File: src/rtl/vmd_pkg.sv
// Shared types, constants and the cosine table builder for the vibrato delay.
package vmd_pkg;

  localparam int SMP_W       = 16;
  localparam int MAX_PERIOD  = 4096;
  localparam int PTR_W       = 12;
  localparam int LEN_W       = 13;
  localparam int DEPTH_W     = 20;
  localparam int STEP_W      = 32;
  localparam int COS_ENTRIES = 1024;
  localparam int COS_AW      = 10;
  localparam int COS_W       = 17;
  localparam int DELAY_W     = 22;
  localparam int FRAC_W      = 8;
  localparam int PROD_W      = DEPTH_W + COS_W;
  localparam int APB_AW      = 4;
  localparam int APB_DW      = 32;

  localparam logic [1:0] REG_PERIOD_LENGTH = 2'd0;
  localparam logic [1:0] REG_DEPTH         = 2'd1;
  localparam logic [1:0] REG_PHASE_STEP    = 2'd2;

  localparam logic [LEN_W-1:0]   PERIOD_RESET = 13'd4096;
  localparam logic [DEPTH_W-1:0] DEPTH_RESET  = 20'd0;
  localparam logic [STEP_W-1:0]  STEP_RESET   = 32'd1048576;

  localparam logic [63:0] Q30_ONE = 64'd1073741824;
  localparam logic [63:0] PI_Q30  = 64'd3373259426;

  typedef struct packed {
    logic [LEN_W-1:0]   period_length;
    logic [DEPTH_W-1:0] depth;
    logic [STEP_W-1:0]  phase_step;
  } cfg_t;

  typedef struct packed {
    logic clear;
    logic accept;
    logic mul;
    logic addr;
    logic rd_new;
    logic rd_old;
    logic mix;
  } cmd_t;

  typedef struct packed {
    logic clear_last;
    logic out_busy;
  } sts_t;

  typedef logic [COS_ENTRIES-1:0][COS_W-1:0] cos_rom_t;

  // Builds 1 - cos over one full period as 2*sin^2, with the sine taken from a
  // truncated Taylor series in Q2.30 and quarter-wave folding.
  function automatic cos_rom_t build_cos_rom();
    cos_rom_t    rom;
    logic [63:0] j;
    logic [63:0] t;
    logic [63:0] t2;
    logic [63:0] v;
    logic [63:0] s;
    logic [63:0] s2;
    for (int i = 0; i < COS_ENTRIES; i++) begin
      j = 64'(i);
      if (2 * j > 64'(COS_ENTRIES)) begin
        j = 64'(COS_ENTRIES) - j;
      end
      t  = (PI_Q30 * j) / COS_ENTRIES;
      t2 = (t * t) >> 30;
      v  = Q30_ONE - ((t2 * Q30_ONE) >> 30) / 64'd110;
      v  = Q30_ONE - ((t2 * v) >> 30) / 64'd72;
      v  = Q30_ONE - ((t2 * v) >> 30) / 64'd42;
      v  = Q30_ONE - ((t2 * v) >> 30) / 64'd20;
      v  = Q30_ONE - ((t2 * v) >> 30) / 64'd6;
      s  = (t * v) >> 30;
      if (s > Q30_ONE) begin
        s = Q30_ONE;
      end
      s2 = (s * s) >> 30;
      rom[i] = COS_W'((s2 + 64'd8192) >> 14);
    end
    return rom;
  endfunction

endpackage

File: src/rtl/vmd_regs.sv
// APB-style configuration registers of the vibrato delay.
module vmd_regs (
  input  logic                      clk_i,
  input  logic                      rst_ni,
  input  logic                      psel,
  input  logic                      penable,
  input  logic                      pwrite,
  input  logic [vmd_pkg::APB_AW-1:0] paddr,
  input  logic [vmd_pkg::APB_DW-1:0] pwdata,
  output logic [vmd_pkg::APB_DW-1:0] prdata,
  output logic                      pready,
  output vmd_pkg::cfg_t             cfg_o
);
  import vmd_pkg::*;

  cfg_t       cfg_q;
  logic       wr_en;
  logic [1:0] reg_idx;

  assign pready  = 1'b1;
  assign reg_idx = paddr[3:2];
  assign wr_en   = psel & penable & pwrite;

  always_ff @(posedge clk_i or negedge rst_ni) begin
    if (!rst_ni) begin
      cfg_q.period_length <= PERIOD_RESET;
      cfg_q.depth         <= DEPTH_RESET;
      cfg_q.phase_step    <= STEP_RESET;
    end else if (wr_en) begin
      case (reg_idx)
        REG_PERIOD_LENGTH: cfg_q.period_length <= pwdata[LEN_W-1:0];
        REG_DEPTH:         cfg_q.depth         <= pwdata[DEPTH_W-1:0];
        REG_PHASE_STEP:    cfg_q.phase_step    <= pwdata[STEP_W-1:0];
        default: ;
      endcase
    end
  end

  always_comb begin
    case (reg_idx)
      REG_PERIOD_LENGTH: prdata = APB_DW'(cfg_q.period_length);
      REG_DEPTH:         prdata = APB_DW'(cfg_q.depth);
      REG_PHASE_STEP:    prdata = APB_DW'(cfg_q.phase_step);
      default:           prdata = '0;
    endcase
  end

  assign cfg_o = cfg_q;

endmodule

File: config.mk
export PLATFORM = sky130hd
export DESIGN_NAME = vmd_regs
export DESIGN_NICKNAME = d
export VERILOG_FILES = /design/src/rtl/vmd_pkg.sv /design/src/rtl/vmd_regs.sv
export SDC_FILE = /design/constraint.sdc
export NUM_CORES = 1
export LEC_CHECK = 0
export BUFFER_PORTS_ARGS = -buffer_cell sky130_fd_sc_hd__buf_2
export CORE_ASPECT_RATIO = 0.75
export CORE_MARGIN = 4
export CORE_UTILIZATION = 46
export CTS_CLUSTER_DIAMETER = 30
export DETAILED_ROUTE_END_ITERATION = 10
export PLACE_DENSITY = 0.91
export RECOVER_POWER = 25
export SLEW_MARGIN = 40
export SYNTH_ARGS = -nofsm -noshare
export SYNTH_HDL_FRONTEND = slang
export SYNTH_SLANG_ARGS = --single-unit
File: constraint.sdc
create_clock -name clk_i -period 1.8 [get_ports clk_i]
set_input_delay 0.36 -clock clk_i [delete_from_list [all_inputs] [get_ports clk_i]]
set_output_delay 0.36 -clock clk_i [all_outputs]
set_load 0.01 [all_outputs]
=== Word-level counts from Yosys, hierarchy flattened ===
Cells that the tools add are included.

* Equal/unequal tests: 2
* Bitwise operators: 2
* Muxes and demuxes: 1
* Reductions and logical operators: 4

{| class="wikitable"
|+ Operators with widths
! kind !! count
|-
| 32-bit one-hot mux with 3 select lines || 1
|-
| 2-bit AND reduction || 3
|-
| 1-bit AND || 2
|-
| 2-bit by 1-bit == test with 1-bit output (second input constant) || 1
|-
| 2-bit == test (second input constant) || 1
|-
| 2-bit logical NOT || 1
|}

* Logic and storage cells: 12
* Output and inout port bits: 98
* Bits of input ports: 41
* Register bits after elaboration: 65

=== Longest topological paths before layout ===
* Depth after elaboration: 3
* Depth in mapped cells: 5
* Depth with buffers taken out: 3

=== Worst setup path before layout ===
Ideal clock, no wire load.

* Path kind: input port to output port
* From: input port paddr[2] in the netlist's numbering
* To: output port prdata[0] in the netlist's numbering
* Required time: 1,440 ps
* Setup slack: 206 ps
* Arrival time: 1,234 ps
* Buffers on the path: 2
* Stages: 5
* Cells stage by stage: buf_4 nor2b_1 clkbuf_1 nand2_1 o21ai_0

* Word-level cells in the longest chain between the ends: 2
* Elaborated cells between the ends (all ways): 4
* Those cells by class: 2 x eq/ne; 1 x mux; 1 x reduce/logical

{| class="wikitable"
|+ Ends and longest elaborated chain
! element !! RTL line !! source
|-
| start, declared || vmd_regs.sv:8 || <nowiki>input logic [vmd_pkg::APB_AW-1:0] paddr,</nowiki>
|-
| 2-bit == test, or another cell as far along || vmd_regs.sv:40 || <nowiki>case (reg_idx)</nowiki>
|-
| 32-bit one-hot mux with 3 select lines * || vmd_regs.sv:40 ||
|-
| end, declared || vmd_regs.sv:10 || <nowiki>output logic [vmd_pkg::APB_DW-1:0] prdata,</nowiki>
|}

Mark *: on every way between the ends. The rest lies on a longest branch, timed or not.

=== Worst setup path in the final report ===
* From: input port paddr[2] in the netlist's numbering
* To: output port prdata[1] in the netlist's numbering

Same word-level chain as after synthesis.

==> qor.yml <==
core.rowCount: 25
rsz0062_at_grt: "false"
numCtsBuffers: 9
area_growth_pct: 37.5
post_route_cells_drive_above_1_share_pct: 64.2
run_status: "finished, final reports clean"
worstHoldPathType: "input port to flop"
ctsRootBufferMaster: "clkbuf_8"
worstSkewPairLatency_ns: 0.32
r2r_slack_ns: 1.01
netlist_instances: 209
drt_iter0_drc: 47
start_kind: "input port"
synth_area_um2: 2960
routabilityCongestion: 0.751
layout_min_cycle_time_ns: 1.71
totalWireLength_mm: 7.25
synth_cell_types: 20
firstDrtPassIters: 4
initial_utilization_pct: 47.1
clockBufferDepth: 2
tightest_slew_ns: 1.41
vdd_drop_max_uv: 690
numClockSinks: 65
maxCapViolations: 0
path_class: "input port to primary output"
cts.clk_slew.worst_paths_ns: 0.07
tns_ns: 0
cts_tree: "done"
grt_pass1_wl_mm: 11.9
finalSetupViolCount: 0
p_leak_nw: 2.16
ys_seq_area_share_pct: 55.0
cts.htree.levels: 3
antenna_found_initial: 0
min_period_over_period_pct: 94.7
largest_register_ff_count: 65
fmax_mhz: 586
critPathMaxFanout: 11
final_area_um2: 4070
yosysWarnings: 0
placed_cell_area_um2: 3810
ant_nets: 0
core_region_area_um2: 6290
grtUsageTotal_pct: 19.4
clock_skew_ns: 0
io_buffers: 135
cts_resized: 0
dp_hpwl_mm: 5.30
nFillCells: 496
num_vias: 2227
io_pins: 139
slew_viol_final: 0
multi_input_area_um2: 1250
num_antenna_cells: 0
grt_overflow_total: 0
slew_headroom_pct: 5.72
finalHoldViolations: 0
die_area_um2: 7800
post_drt_wl_per_cell_um: 16.5
drc: 0
cp.required_ns: 1.44
grt_pass1_vias: 2393
synth_seq_cells: 65
postCtsSetupRepairBufs: 0
avgSynthCellArea_um2: 14.2
powerDensity_nw_per_um2: 1240
grt_max_degree: 66
synth_fp_nets: 250
worst_ep_arrival_time_ns: 1.35
nNetsFinal: 394
cts_hold_buf: 0
die_w_um: 101
fin_util_pct: 64.8
ff_latch_area_um2: 1630
viasPerCell: 5.07
critPathCaptureType: "primary output"
die_h_um: 77.5
==> cells in the mapped netlist, drive strengths merged <==
cell type  instances  area [um^2]
clkbuf             5         18.8
conb               1         3.75
nor2b              2         12.5
dfrtp             63         1580
nand2             13         48.8
nor3b              1         12.5
nand3              1         10.0
dfstp              2         52.6
nor3               1         10.0
and2              12         75.1
mux2i             13          130
or3b               1         8.76
o21ai             13         65.1
mux2              65          807
a22o               7         61.3
buf                9         70.1
==> power breakdown <==
group / internal, W / switching, W
combinational: 0.000713 / 0.000614
sequential: 0.00181 / 0.000265
clock: 0.00113 / 0.000531
==> routing by layer <==
layer	vias to the layer above	routed length, um	global-route usage, %
met3	8	561	6.83
met1	1111	2990	23.7
li1	1022	-	-
met2	86	3620	31.5
met4	0	81	7.27
met5	-	0	0
==> logic make-up after synthesis <==
group	Yosys count	synth area share, %
muxes	78	31.6
DFF	65	55.0
and+or+nand+nor	31	6.00
AOI/OAI and AO/OA	20	4.27
buffers and inverters	14	3.00
other	1	0.127
==> critical path: stages <==
cell and delay [ns]:
buf_2 0.22, buf_4 0.29, mux2i_1 0.24, o21ai_0 0.10, buf_2 0.14
==> metrics by stage <==
stage / std cells / setup WS (ns) / hold slack [ns] / total power (W)
CTS: 439 / 0.0721 / 0.0397 / 0.00514
detailed placement: 423 / 0.109 / 0.405 / 0.00345
global route: 439 / 0.0137 / 0.234 / 0.00535
floorplan: 209 / 0.206 / 0.0644 / 0.00278
finish: 439 / 0.0949 / 0.250 / 0.00507
global placement: 423 / 0.125 / 0.399 / 0.00337
==> worst paths after layout <==
check | cells past startpoint | to | start
worst max register to register | 1 | cfg_o[27] | cfg_o[27]
max in group asynchronous | 2 | cfg_o[10] | rst_ni
worst min register to register | 1 | cfg_o[30] | cfg_o[30]
min in group asynchronous | 2 | cfg_o[44] | rst_ni
worst min-delay path | 2 | cfg_o[30] | pwdata[30]
worst max-delay path | 5 | prdata[1] | paddr[2]
==> cell type report <==
type,count,share of cell area (%)
well taps,81,2.49
flip-flops and latches,65,40.0
clock inverters,5,3.07
multi-input cells,130,30.8
clock buffers,11,3.72
repair buffers,147,20.0
==> layout by cell type (no fill, tap or decap), drive strengths merged <==
master and n:
clkinv 1, nor3 1, conb 1, dfrtp 63, dfstp 2, nor2b 2, mux2i 13, or3b 1
o21ai 13, nand2 13, a22o 7, buf 147, nand3 1, bufinv 4, mux2 65, and2 12
clkbuf 11, nor3b 1
Note: power is estimated with default switching activity, not from simulation.
