## config.mk

```make
export PLATFORM = sky130hd
export DESIGN_NAME = vmd_ctrl
export DESIGN_NICKNAME = d
export VERILOG_FILES = /design/src/rtl/vmd_pkg.sv /design/src/rtl/vmd_ctrl.sv
export SDC_FILE = /design/constraint.sdc
export NUM_CORES = 1
export LEC_CHECK = 0
export BUFFER_PORTS_ARGS = -buffer_cell sky130_fd_sc_hd__buf_2
export CAP_MARGIN = 10
export CORE_AREA = 2 2 39 41
export DETAILED_ROUTE_END_ITERATION = 10
export DIE_AREA = 0 0 41 43
export GPL_TIMING_DRIVEN = 0
export HOLD_SLACK_MARGIN = 0.05
export PLACE_DENSITY = 0.5
export SLEW_MARGIN = 15
export SYNTH_ARGS = -nofsm -noshare
export SYNTH_HDL_FRONTEND = slang
export SYNTH_SLANG_ARGS = --single-unit
```

## constraint.sdc

```tcl
create_clock -name clk_i -period 1.9 [get_ports clk_i]
set_clock_uncertainty 0.1 [all_clocks]
set_input_delay 0.38 -clock clk_i [delete_from_list [all_inputs] [get_ports clk_i]]
set_output_delay 0.38 -clock clk_i [all_outputs]
set_load 0.02 [all_outputs]
```

## src/rtl/vmd_pkg.sv

```systemverilog
// Shared types, constants and the cosine table builder for the vibrato delay.
package vmd_pkg;

  localparam int SMP_W       = 16;
  localparam int MAX_PERIOD  = 4096;
  localparam int PTR_W       = 12;
  localparam int LEN_W       = 13;
  localparam int DEPTH_W     = 20;
  localparam int STEP_W      = 32;
  localparam int COS_ENTRIES = 1024;
  localparam int COS_AW      = 10;
  localparam int COS_W       = 17;
  localparam int DELAY_W     = 22;
  localparam int FRAC_W      = 8;
  localparam int PROD_W      = DEPTH_W + COS_W;
  localparam int APB_AW      = 4;
  localparam int APB_DW      = 32;

  localparam logic [1:0] REG_PERIOD_LENGTH = 2'd0;
  localparam logic [1:0] REG_DEPTH         = 2'd1;
  localparam logic [1:0] REG_PHASE_STEP    = 2'd2;

  localparam logic [LEN_W-1:0]   PERIOD_RESET = 13'd4096;
  localparam logic [DEPTH_W-1:0] DEPTH_RESET  = 20'd0;
  localparam logic [STEP_W-1:0]  STEP_RESET   = 32'd1048576;

  localparam logic [63:0] Q30_ONE = 64'd1073741824;
  localparam logic [63:0] PI_Q30  = 64'd3373259426;

  typedef struct packed {
    logic [LEN_W-1:0]   period_length;
    logic [DEPTH_W-1:0] depth;
    logic [STEP_W-1:0]  phase_step;
  } cfg_t;

  typedef struct packed {
    logic clear;
    logic accept;
    logic mul;
    logic addr;
    logic rd_new;
    logic rd_old;
    logic mix;
  } cmd_t;

  typedef struct packed {
    logic clear_last;
    logic out_busy;
  } sts_t;

  typedef logic [COS_ENTRIES-1:0][COS_W-1:0] cos_rom_t;

  // Builds 1 - cos over one full period as 2*sin^2, with the sine taken from a
  // truncated Taylor series in Q2.30 and quarter-wave folding.
  function automatic cos_rom_t build_cos_rom();
    cos_rom_t    rom;
    logic [63:0] j;
    logic [63:0] t;
    logic [63:0] t2;
    logic [63:0] v;
    logic [63:0] s;
    logic [63:0] s2;
    for (int i = 0; i < COS_ENTRIES; i++) begin
      j = 64'(i);
      if (2 * j > 64'(COS_ENTRIES)) begin
        j = 64'(COS_ENTRIES) - j;
      end
      t  = (PI_Q30 * j) / COS_ENTRIES;
      t2 = (t * t) >> 30;
      v  = Q30_ONE - ((t2 * Q30_ONE) >> 30) / 64'd110;
      v  = Q30_ONE - ((t2 * v) >> 30) / 64'd72;
      v  = Q30_ONE - ((t2 * v) >> 30) / 64'd42;
      v  = Q30_ONE - ((t2 * v) >> 30) / 64'd20;
      v  = Q30_ONE - ((t2 * v) >> 30) / 64'd6;
      s  = (t * v) >> 30;
      if (s > Q30_ONE) begin
        s = Q30_ONE;
      end
      s2 = (s * s) >> 30;
      rom[i] = COS_W'((s2 + 64'd8192) >> 14);
    end
    return rom;
  endfunction

endpackage

```

## src/rtl/vmd_ctrl.sv

```systemverilog
// Sequencing state machine of the vibrato delay.
module vmd_ctrl (
  input  logic          clk_i,
  input  logic          rst_ni,
  input  logic          in_valid_i,
  output logic          in_ready_o,
  input  vmd_pkg::sts_t sts_i,
  output vmd_pkg::cmd_t cmd_o
);
  import vmd_pkg::*;

  localparam logic [2:0] ST_CLEAR = 3'd0;
  localparam logic [2:0] ST_IDLE  = 3'd1;
  localparam logic [2:0] ST_MUL   = 3'd2;
  localparam logic [2:0] ST_ADDR  = 3'd3;
  localparam logic [2:0] ST_RDN   = 3'd4;
  localparam logic [2:0] ST_RDO   = 3'd5;
  localparam logic [2:0] ST_MIX   = 3'd6;

  logic [2:0] state_q;
  logic [2:0] state_d;

  always_ff @(posedge clk_i or negedge rst_ni) begin
    if (!rst_ni) begin
      state_q <= ST_CLEAR;
    end else begin
      state_q <= state_d;
    end
  end

  always_comb begin
    state_d    = state_q;
    cmd_o      = '0;
    in_ready_o = 1'b0;
    case (state_q)
      ST_CLEAR: begin
        cmd_o.clear = 1'b1;
        if (sts_i.clear_last) begin
          state_d = ST_IDLE;
        end
      end
      ST_IDLE: begin
        in_ready_o   = 1'b1;
        cmd_o.accept = in_valid_i;
        if (in_valid_i) begin
          state_d = ST_MUL;
        end
      end
      ST_MUL: begin
        cmd_o.mul = 1'b1;
        state_d   = ST_ADDR;
      end
      ST_ADDR: begin
        cmd_o.addr = 1'b1;
        state_d    = ST_RDN;
      end
      ST_RDN: begin
        cmd_o.rd_new = 1'b1;
        state_d      = ST_RDO;
      end
      ST_RDO: begin
        cmd_o.rd_old = 1'b1;
        state_d      = ST_MIX;
      end
      ST_MIX: begin
        // The previous word must have left the output register first.
        if (!sts_i.out_busy) begin
          cmd_o.mix = 1'b1;
          state_d   = ST_IDLE;
        end
      end
      default: begin
        state_d = ST_IDLE;
      end
    endcase
  end

endmodule

```

# ---- Yosys cells after proc, flatten, opt, wreduce, memory -nomap -nowiden
# Index checks and enable logic that the tools add are counted.
dict set report word_totals {
  output_inout_bits 8
  in_bits 5
  wordCells 25
  regBits 3
}
dict set report op_classes {
  n_reduce_logical 2
  n_eq_ne 9
  mux 13
}
# op n
set ops {}
lappend ops {{3-bit one-hot mux with 7 select lines} 1}
lappend ops {{3-bit == test, second input constant} 3}
lappend ops {{1-bit 2-to-1 mux} 9}
lappend ops {{3-bit 2-to-1 mux} 3}
lappend ops {{3-bit by 2-bit == test with 1-bit output, second input constant} 2}
lappend ops {{2-bit inequality test, second input constant} 3}
lappend ops {{3-bit by 1-bit == test with 1-bit output, second input constant} 1}
lappend ops {{3-bit logical NOT} 1}
lappend ops {{3-bit AND reduction} 1}

# ---- Longest topological paths before layout
# Gate-level depths: netlist of run 1.
dict set report logic_depth {
  depth_word 3
  depth_mapped 6
  ltp_nobuf 5
}

# ---- Worst setup path before layout of run 1
# OpenSTA, ideal clock, no wires.
dict set report synth_path {
  path_kind {register to output}
  startpoint {register state_q[2]}
  endpoint {output port cmd_o[0] (netlist bit)}
  path_buffers 1
  stages_incl_launch_ff 4
  arrival_time_ps 1072
  required_ps 1420
  path_slack_ps 348
  cell_sequence {dfrtp_1 buf_6 inv_1 nor3_1}
}
# element line
set synth_rtl {}
lappend synth_rtl {{start: declaration} vmd_ctrl.sv:20} ;# logic [2:0] state_q;
lappend synth_rtl {{start signal: assignment} vmd_ctrl.sv:27} ;# state_q <= state_d;
lappend synth_rtl {{end: declaration} vmd_ctrl.sv:8} ;# output vmd_pkg::cmd_t cmd_o

==> out/metrics.cfg, run 1 <==
[cells_and_area]
largest_reg_flops=3
multi_input_area_um2=213
drive_gt1_share_pct=42.6
top_register=state_q
diodes=0
nNetsFinal=61
reg_top3=state_q (3)
fill_cells=161
regArea_um2=75.1
syn2layout_area_growth_pct=35.8

[sta]
finalHoldViolCount=0
rsz0062_at_grt=false
slew_headroom_pct=79.8
setup_viol=0
period_share_pct=95.3
slew_viol_final=0
tns_ps=0
fin_crit_ps=1810
max_freq_ghz=0.552
worst_slew_pin_slew_ps=295

[worst_setup_path]
slowest_delay_ps=410
crit_end=cmd_o[5]
cpLargestDelayFamily=flip-flops
path_class=register to output pin
worst_ep_arrival_time_ps=1330
r2r-end=state_q[2]
path_buf_inv=2
cp_num_cells=4
reg2regPathDepth=6
crit_path_top_delay_cell=dfrtp_1
r2r-start=state_q[1]
cp-start-kind=register
cp.required_ps=1420
cp-end-kind=output pin
rrSetupSlack_ps=340
worstSetupStartpoint=state_q[2]
path_cells=buf_6 -> nor2_2 -> and3_1 -> buf_2
crit_fanout=10

[logic_synthesis]
syn_area_um2=325
yosysTopAreaCellShare_pct=23.1
yosys_warnings=0
seq_area_frac_synth_pct=23.1
synth_area_per_cell_um2=8.79
syn_nets=43
yosysUniqueCellTypes=27
synth.ff_latch_count=3
yosysTopAreaCell=dfrtp_1
syn_inst=37
synthTopCellsByArea=dfrtp_1, buf_6, and3_1, a32oi_2, nor3_1

[place]
gp_congestion=0.768
dpl.hpwl_um=548
numPortBuffers=12

[drt]
num_vias=316
via_per_inst=4.51
antenna_left=0
wirelength_um=703
drc_errors=0
wire_per_inst_um=10.0
dr.pass1.iters=4
drtIter0Drc=6

[pwr]
internal-power_uw=437
p_sw_uw=388
ir_worst_vdd_mv=0.622
power_density_mw_per_mm2=1870
p_total_uw=825
power_frac_seq_pct=15.4
leakage_uw=0.000214
switching_share_pct=47.0
power_frac_comb_pct=70.8
power.share.clock_pct=13.8

[clock_tree]
cts_setup_buffers=0
clk_path_buf_depth=2
cts_tree=yes
clkTransAtPathRegs_ps=40
cts_made_buffers=3
clock_latency_ps=230
root_buffer=clkbuf_4
clock-sinks=3
cts_htree_levels=1
ctsResizeCount=0
hold_buffers=1

[worst_hold_path]
hold_class=input pin to async pin

[die]
die-area_mm2=0.00176
coreArea_mm2=0.00138
die_h_um=43
start_util_pct=23.5
die_w_um=41
io_pins=13
rows=14

[grt]
grt_overflow=0
gr-usage-met2_pct=12.8
met3_usage_pct=1.57
grt_pass1_vias=269
top_usage_layer=met2
grt_pass1_wl_mm=1.10
met1_usage_pct=12.3
grt_max_degree=11
grt.total_usage_pct=9.16
antenna_found_initial=0

[status]
status=completed

[job]
maxCapViolCount=0

cell usage after synthesis:
| library cell | number |
|---|---|
| a21oi_1 | 1 |
| o2111ai_1 | 1 |
| dfrtp_1 | 3 |
| buf_4 | 1 |
| mux2i_1 | 1 |
| nand2b_2 | 1 |
| and2b_1 | 1 |
| and2_1 | 1 |
| buf_6 | 2 |
| ha_1 | 1 |
| o22ai_1 | 1 |
| o2bb2ai_1 | 1 |
| o21ai_1 | 1 |
| nor2_2 | 1 |
| a32oi_2 | 1 |
| nand2b_1 | 2 |
| a2bb2oi_2 | 1 |
| and3_1 | 3 |
| nor3_2 | 1 |
| o21a_1 | 1 |
| inv_1 | 2 |
| nor2_1 | 1 |
| a2bb2oi_1 | 1 |
| a31oi_1 | 1 |
| nor2b_1 | 1 |
| nor3_1 | 3 |
| nand2_1 | 2 |
worst register-to-register path, delay by kind of cell (launching register included):
family,cells,cell delay (ps)
AO/OA/AOI/OAI,2,340
flip-flops,1,380
buffers and inverters,2,200
AND/OR/NAND/NOR,1,100
adder cells (fa/ha/maj),1,360
worst min path at each step:
| stage | from | end | slack (ps) |
|---|---|---|---|
| after floorplan | rst_ni | state_q[0] | -20 |
| after global placement | rst_ni | state_q[1] | 80 |
| after detailed placement | rst_ni | state_q[1] | 80 |
| after CTS | rst_ni | state_q[0] | 360 |
| after global routing | rst_ni | state_q[2] | 380 |
| final | rst_ni | state_q[0] | 370 |
stage by stage:
stage          instance area [um^2]  hold WS [ps]  setup WS (ps)  util [%]  instances
2_1_floorplan                   325         -15.6            348         -         37
3_3_place_gp                    405          75.9            322      29.3         65
3_5_place_dp                    405          76.2            333      29.3         65
4_1_cts                         442           358           86.2      31.9         70
5_1_grt                         442           380           13.1      31.9         70
6_report                        442           370           89.0      31.9         70
metal layers:
layer / up-vias / share of wire, %
met5: - / 0
met4: 0 / 0
met3: 0 / 3.7
met2: 6 / 50
met1: 142 / 46
li1: 168 / -
cell families (layout without fill, tap and decap cells):
| group | Yosys count | after routing | synth area share, % |
|---|---|---|---|
| buf+inv | 5 | 22 | 11.5 |
| simple gates | 17 | 17 | 31.5 |
| fa+ha+maj | 1 | 1 | 3.85 |
| compound gates | 10 | 10 | 26.9 |
| mux | 1 | 1 | 3.08 |
| flops | 3 | 3 | 23.1 |
cell type report:
class	count	share of cell area, %
plain buffers	3	6.80
clock buffers	4	5.95
multi-input cells	29	48.2
well taps	16	4.53
inverters	2	1.70
flip-flops and latches	3	17.0
repair buffers	13	15.9
power by group through the flow:
stage                     registers, uW  clock network [uW]  logic [uW]
after detailed placement            128                   0         585
after global placement              129                   0         588
after floorplan                     120                   0         466
after CTS                           127                 118         587
final                               127                 113         584
after global routing                131                 125         639
cells in the final DEF, fill, tap and decap left out, types with 2 or more instances in the layout:
| master | n |
|---|---|
| inv_1 | 2 |
| and3_1 | 3 |
| buf_6 | 2 |
| nor3_1 | 3 |
| dfrtp_1 | 3 |
| nand2_1 | 2 |
| buf_2 | 12 |
| nand2b_1 | 2 |
| clkbuf_4 | 3 |
(Power assumes the default switching activity.)
==> inputs of run 2 (changes only) <==
--- a/config.mk
+++ b/config.mk
@@ -7,9 +7,10 @@
 export LEC_CHECK = 0
 export BUFFER_PORTS_ARGS = -buffer_cell sky130_fd_sc_hd__buf_2
 export CAP_MARGIN = 10
-export CORE_AREA = 2 2 39 41
+export CORE_AREA = 4 4 41 43
 export DETAILED_ROUTE_END_ITERATION = 10
-export DIE_AREA = 0 0 41 43
+export DIE_AREA = 0 0 45 47
+export GPL_ROUTABILITY_DRIVEN = 0
 export GPL_TIMING_DRIVEN = 0
 export HOLD_SLACK_MARGIN = 0.05
 export PLACE_DENSITY = 0.5
==> run 2 against run 1 <==
- design area increased by 0.85%
- register-to-register slack got worse by 50 ps
- first-iteration DRC count decreased by 17%
- clock power about the same
- routed wire length increased by 6.5%
- sequential share of layout area decreased by 0.14 points
- maximum frequency increased by 4.0%
- largest cell class unchanged
==> out/metrics.cfg, run 2 (same netlist as run 1, synthesis figures left out) <==
[drt]
drc_errors=0
antenna_left=0
wirelength_um=749
wire_per_inst_um=10.9
drtIter0Drc=5
dr.pass1.iters=2
via_per_inst=4.72
num_vias=326

[die]
coreArea_mm2=0.00130
rows=13
die_h_um=47
start_util_pct=25.0
die_w_um=45
die-area_mm2=0.00212
io_pins=13

[pwr]
power_frac_seq_pct=15.5
leakage_uw=0.000215
power_frac_comb_pct=71.3
power.share.clock_pct=13.2
power_density_mw_per_mm2=1870
p_sw_uw=391
ir_worst_vdd_mv=0.773
internal-power_uw=442
switching_share_pct=47.0

[sta]
slew_viol_final=0
setup_viol=0
max_freq_ghz=0.574
rsz0062_at_grt=false
fin_crit_ps=1740
worst_slew_pin_slew_ps=277
slew_headroom_pct=81.0
layout_setup_ws_ps=159
tns_ps=0
finalHoldViolCount=0
period_share_pct=91.6

[grt]
antenna_found_initial=0
grt_overflow=0
grt_pass1_wl_mm=1.26
grt_max_degree=11
grt.total_usage_pct=8.62
grt_pass1_vias=319

[clock_tree]
cts_made_buffers=3
root_buffer=clkbuf_4
clock_latency_ps=230
clkTransAtPathRegs_ps=40
clk_path_buf_depth=2
cts_htree_levels=1
clock-sinks=3
cts_tree=yes

[cells_and_area]
final_common_cell=buf_2
multi_input_area_um2=218
regArea_um2=75.1
syn2layout_area_growth_pct=36.9
drive_gt1_share_pct=42.6
diodes=0
utilization_pct=34.2
postLayoutCellArea_um2=445
nNetsFinal=61
fill_cells=152
instances_no_fill=69
reg_top3=state_q (3)
layout_common_cells=buf_2, and3_1, nor3_1, clkbuf_4, dfrtp_1
top_register=state_q
largest_reg_flops=3

[worst_setup_path]
crit_fanout=10
cp-end-kind=output pin
path_class=register to output pin
rrSetupSlack_ps=290
reg2regPathDepth=6
r2r-end=state_q[2]
cp-start-kind=register
cp.required_ps=1420
r2r-start=state_q[1]
worst_ep_arrival_time_ps=1260

[place]
dp_cells=64
numPortBuffers=12
dpl.hpwl_um=592
dpl-instance-area_um2=404
pre_cts_slack_ps=322

[status]
status=completed

[job]
maxCapViolCount=0

[worst_hold_path]
hold_class=input pin to async pin

-- run 2: cell types whose count changed in the layout (fill, tap and decap cells not counted) --
cell / delta
nor2_2: -1
nor2_4: +1
-- run 2: how the worst max path moves through the flow --
| stage | cells past startpoint | start | slack, ps | endpoint |
|---|---|---|---|---|
| finish | 4 | state_q[2] | 160 | cmd_o[5] |
| global route | 4 | state_q[2] | 80 | cmd_o[5] |
| CTS | 4 | state_q[2] | 70 | cmd_o[5] |
| detailed placement | 6 | state_q[1] | 320 | state_q[2] |
| global placement | 4 | state_q[2] | 320 | cmd_o[5] |
| floorplan | 3 | state_q[2] | 350 | cmd_o[0] |
-- run 2: final cells by class --
type / instances / share of cell area (%)
Sequential cell: 3 / 16.9
Timing Repair Buffer: 13 / 15.7
Buffer: 3 / 6.74
Inverter: 2 / 1.69
Clock buffer: 4 / 5.90
Multi-Input combinational cell: 29 / 48.9
Tap cell: 15 / 4.21
-- run 2: timing repair --
item,in CTS,in global routing
hold buffers,1,0
endpoints found under the hold margin,3,0
resized for setup,0,1
endpoints found under the setup margin,0,1
setup buffers,0,0
-- run 2: power by group through the flow --
| stage | Sequential, uW | Clock, uW | Combinational (uW) |
|---|---|---|---|
| after floorplan | 120 | 0 | 466 |
| after global placement | 129 | 0 | 590 |
| after detailed placement | 127 | 0 | 588 |
| after CTS | 127 | 117 | 591 |
| after global routing | 137 | 119 | 662 |
| final | 129 | 110 | 594 |
-- run 2: per-layer routing --
metal | up-vias | track usage, % | wire length, um
li1 | 170 | - | -
met1 | 149 | 10.5 | 334
met2 | 7 | 12.4 | 392
met3 | 0 | 2.68 | 22
met4 | 0 | 7.02 | 0
met5 | - | 0 | 0
-- run 2: per-stage QoR --
| stage | hold WS (ps) | power (uW) |
|---|---|---|
| floorplan | -15.6 | 586 |
| global placement | 78.9 | 718 |
| detailed placement | 78.2 | 716 |
| CTS | 357 | 835 |
| global route | 381 | 918 |
| finish | 363 | 833 |
-- run 2: worst max-delay path, stage by stage (launching register included) --
cell and delay, ps:
dfrtp_1 410, buf_6 160, nor2_4 130, and3_1 170, buf_2 160
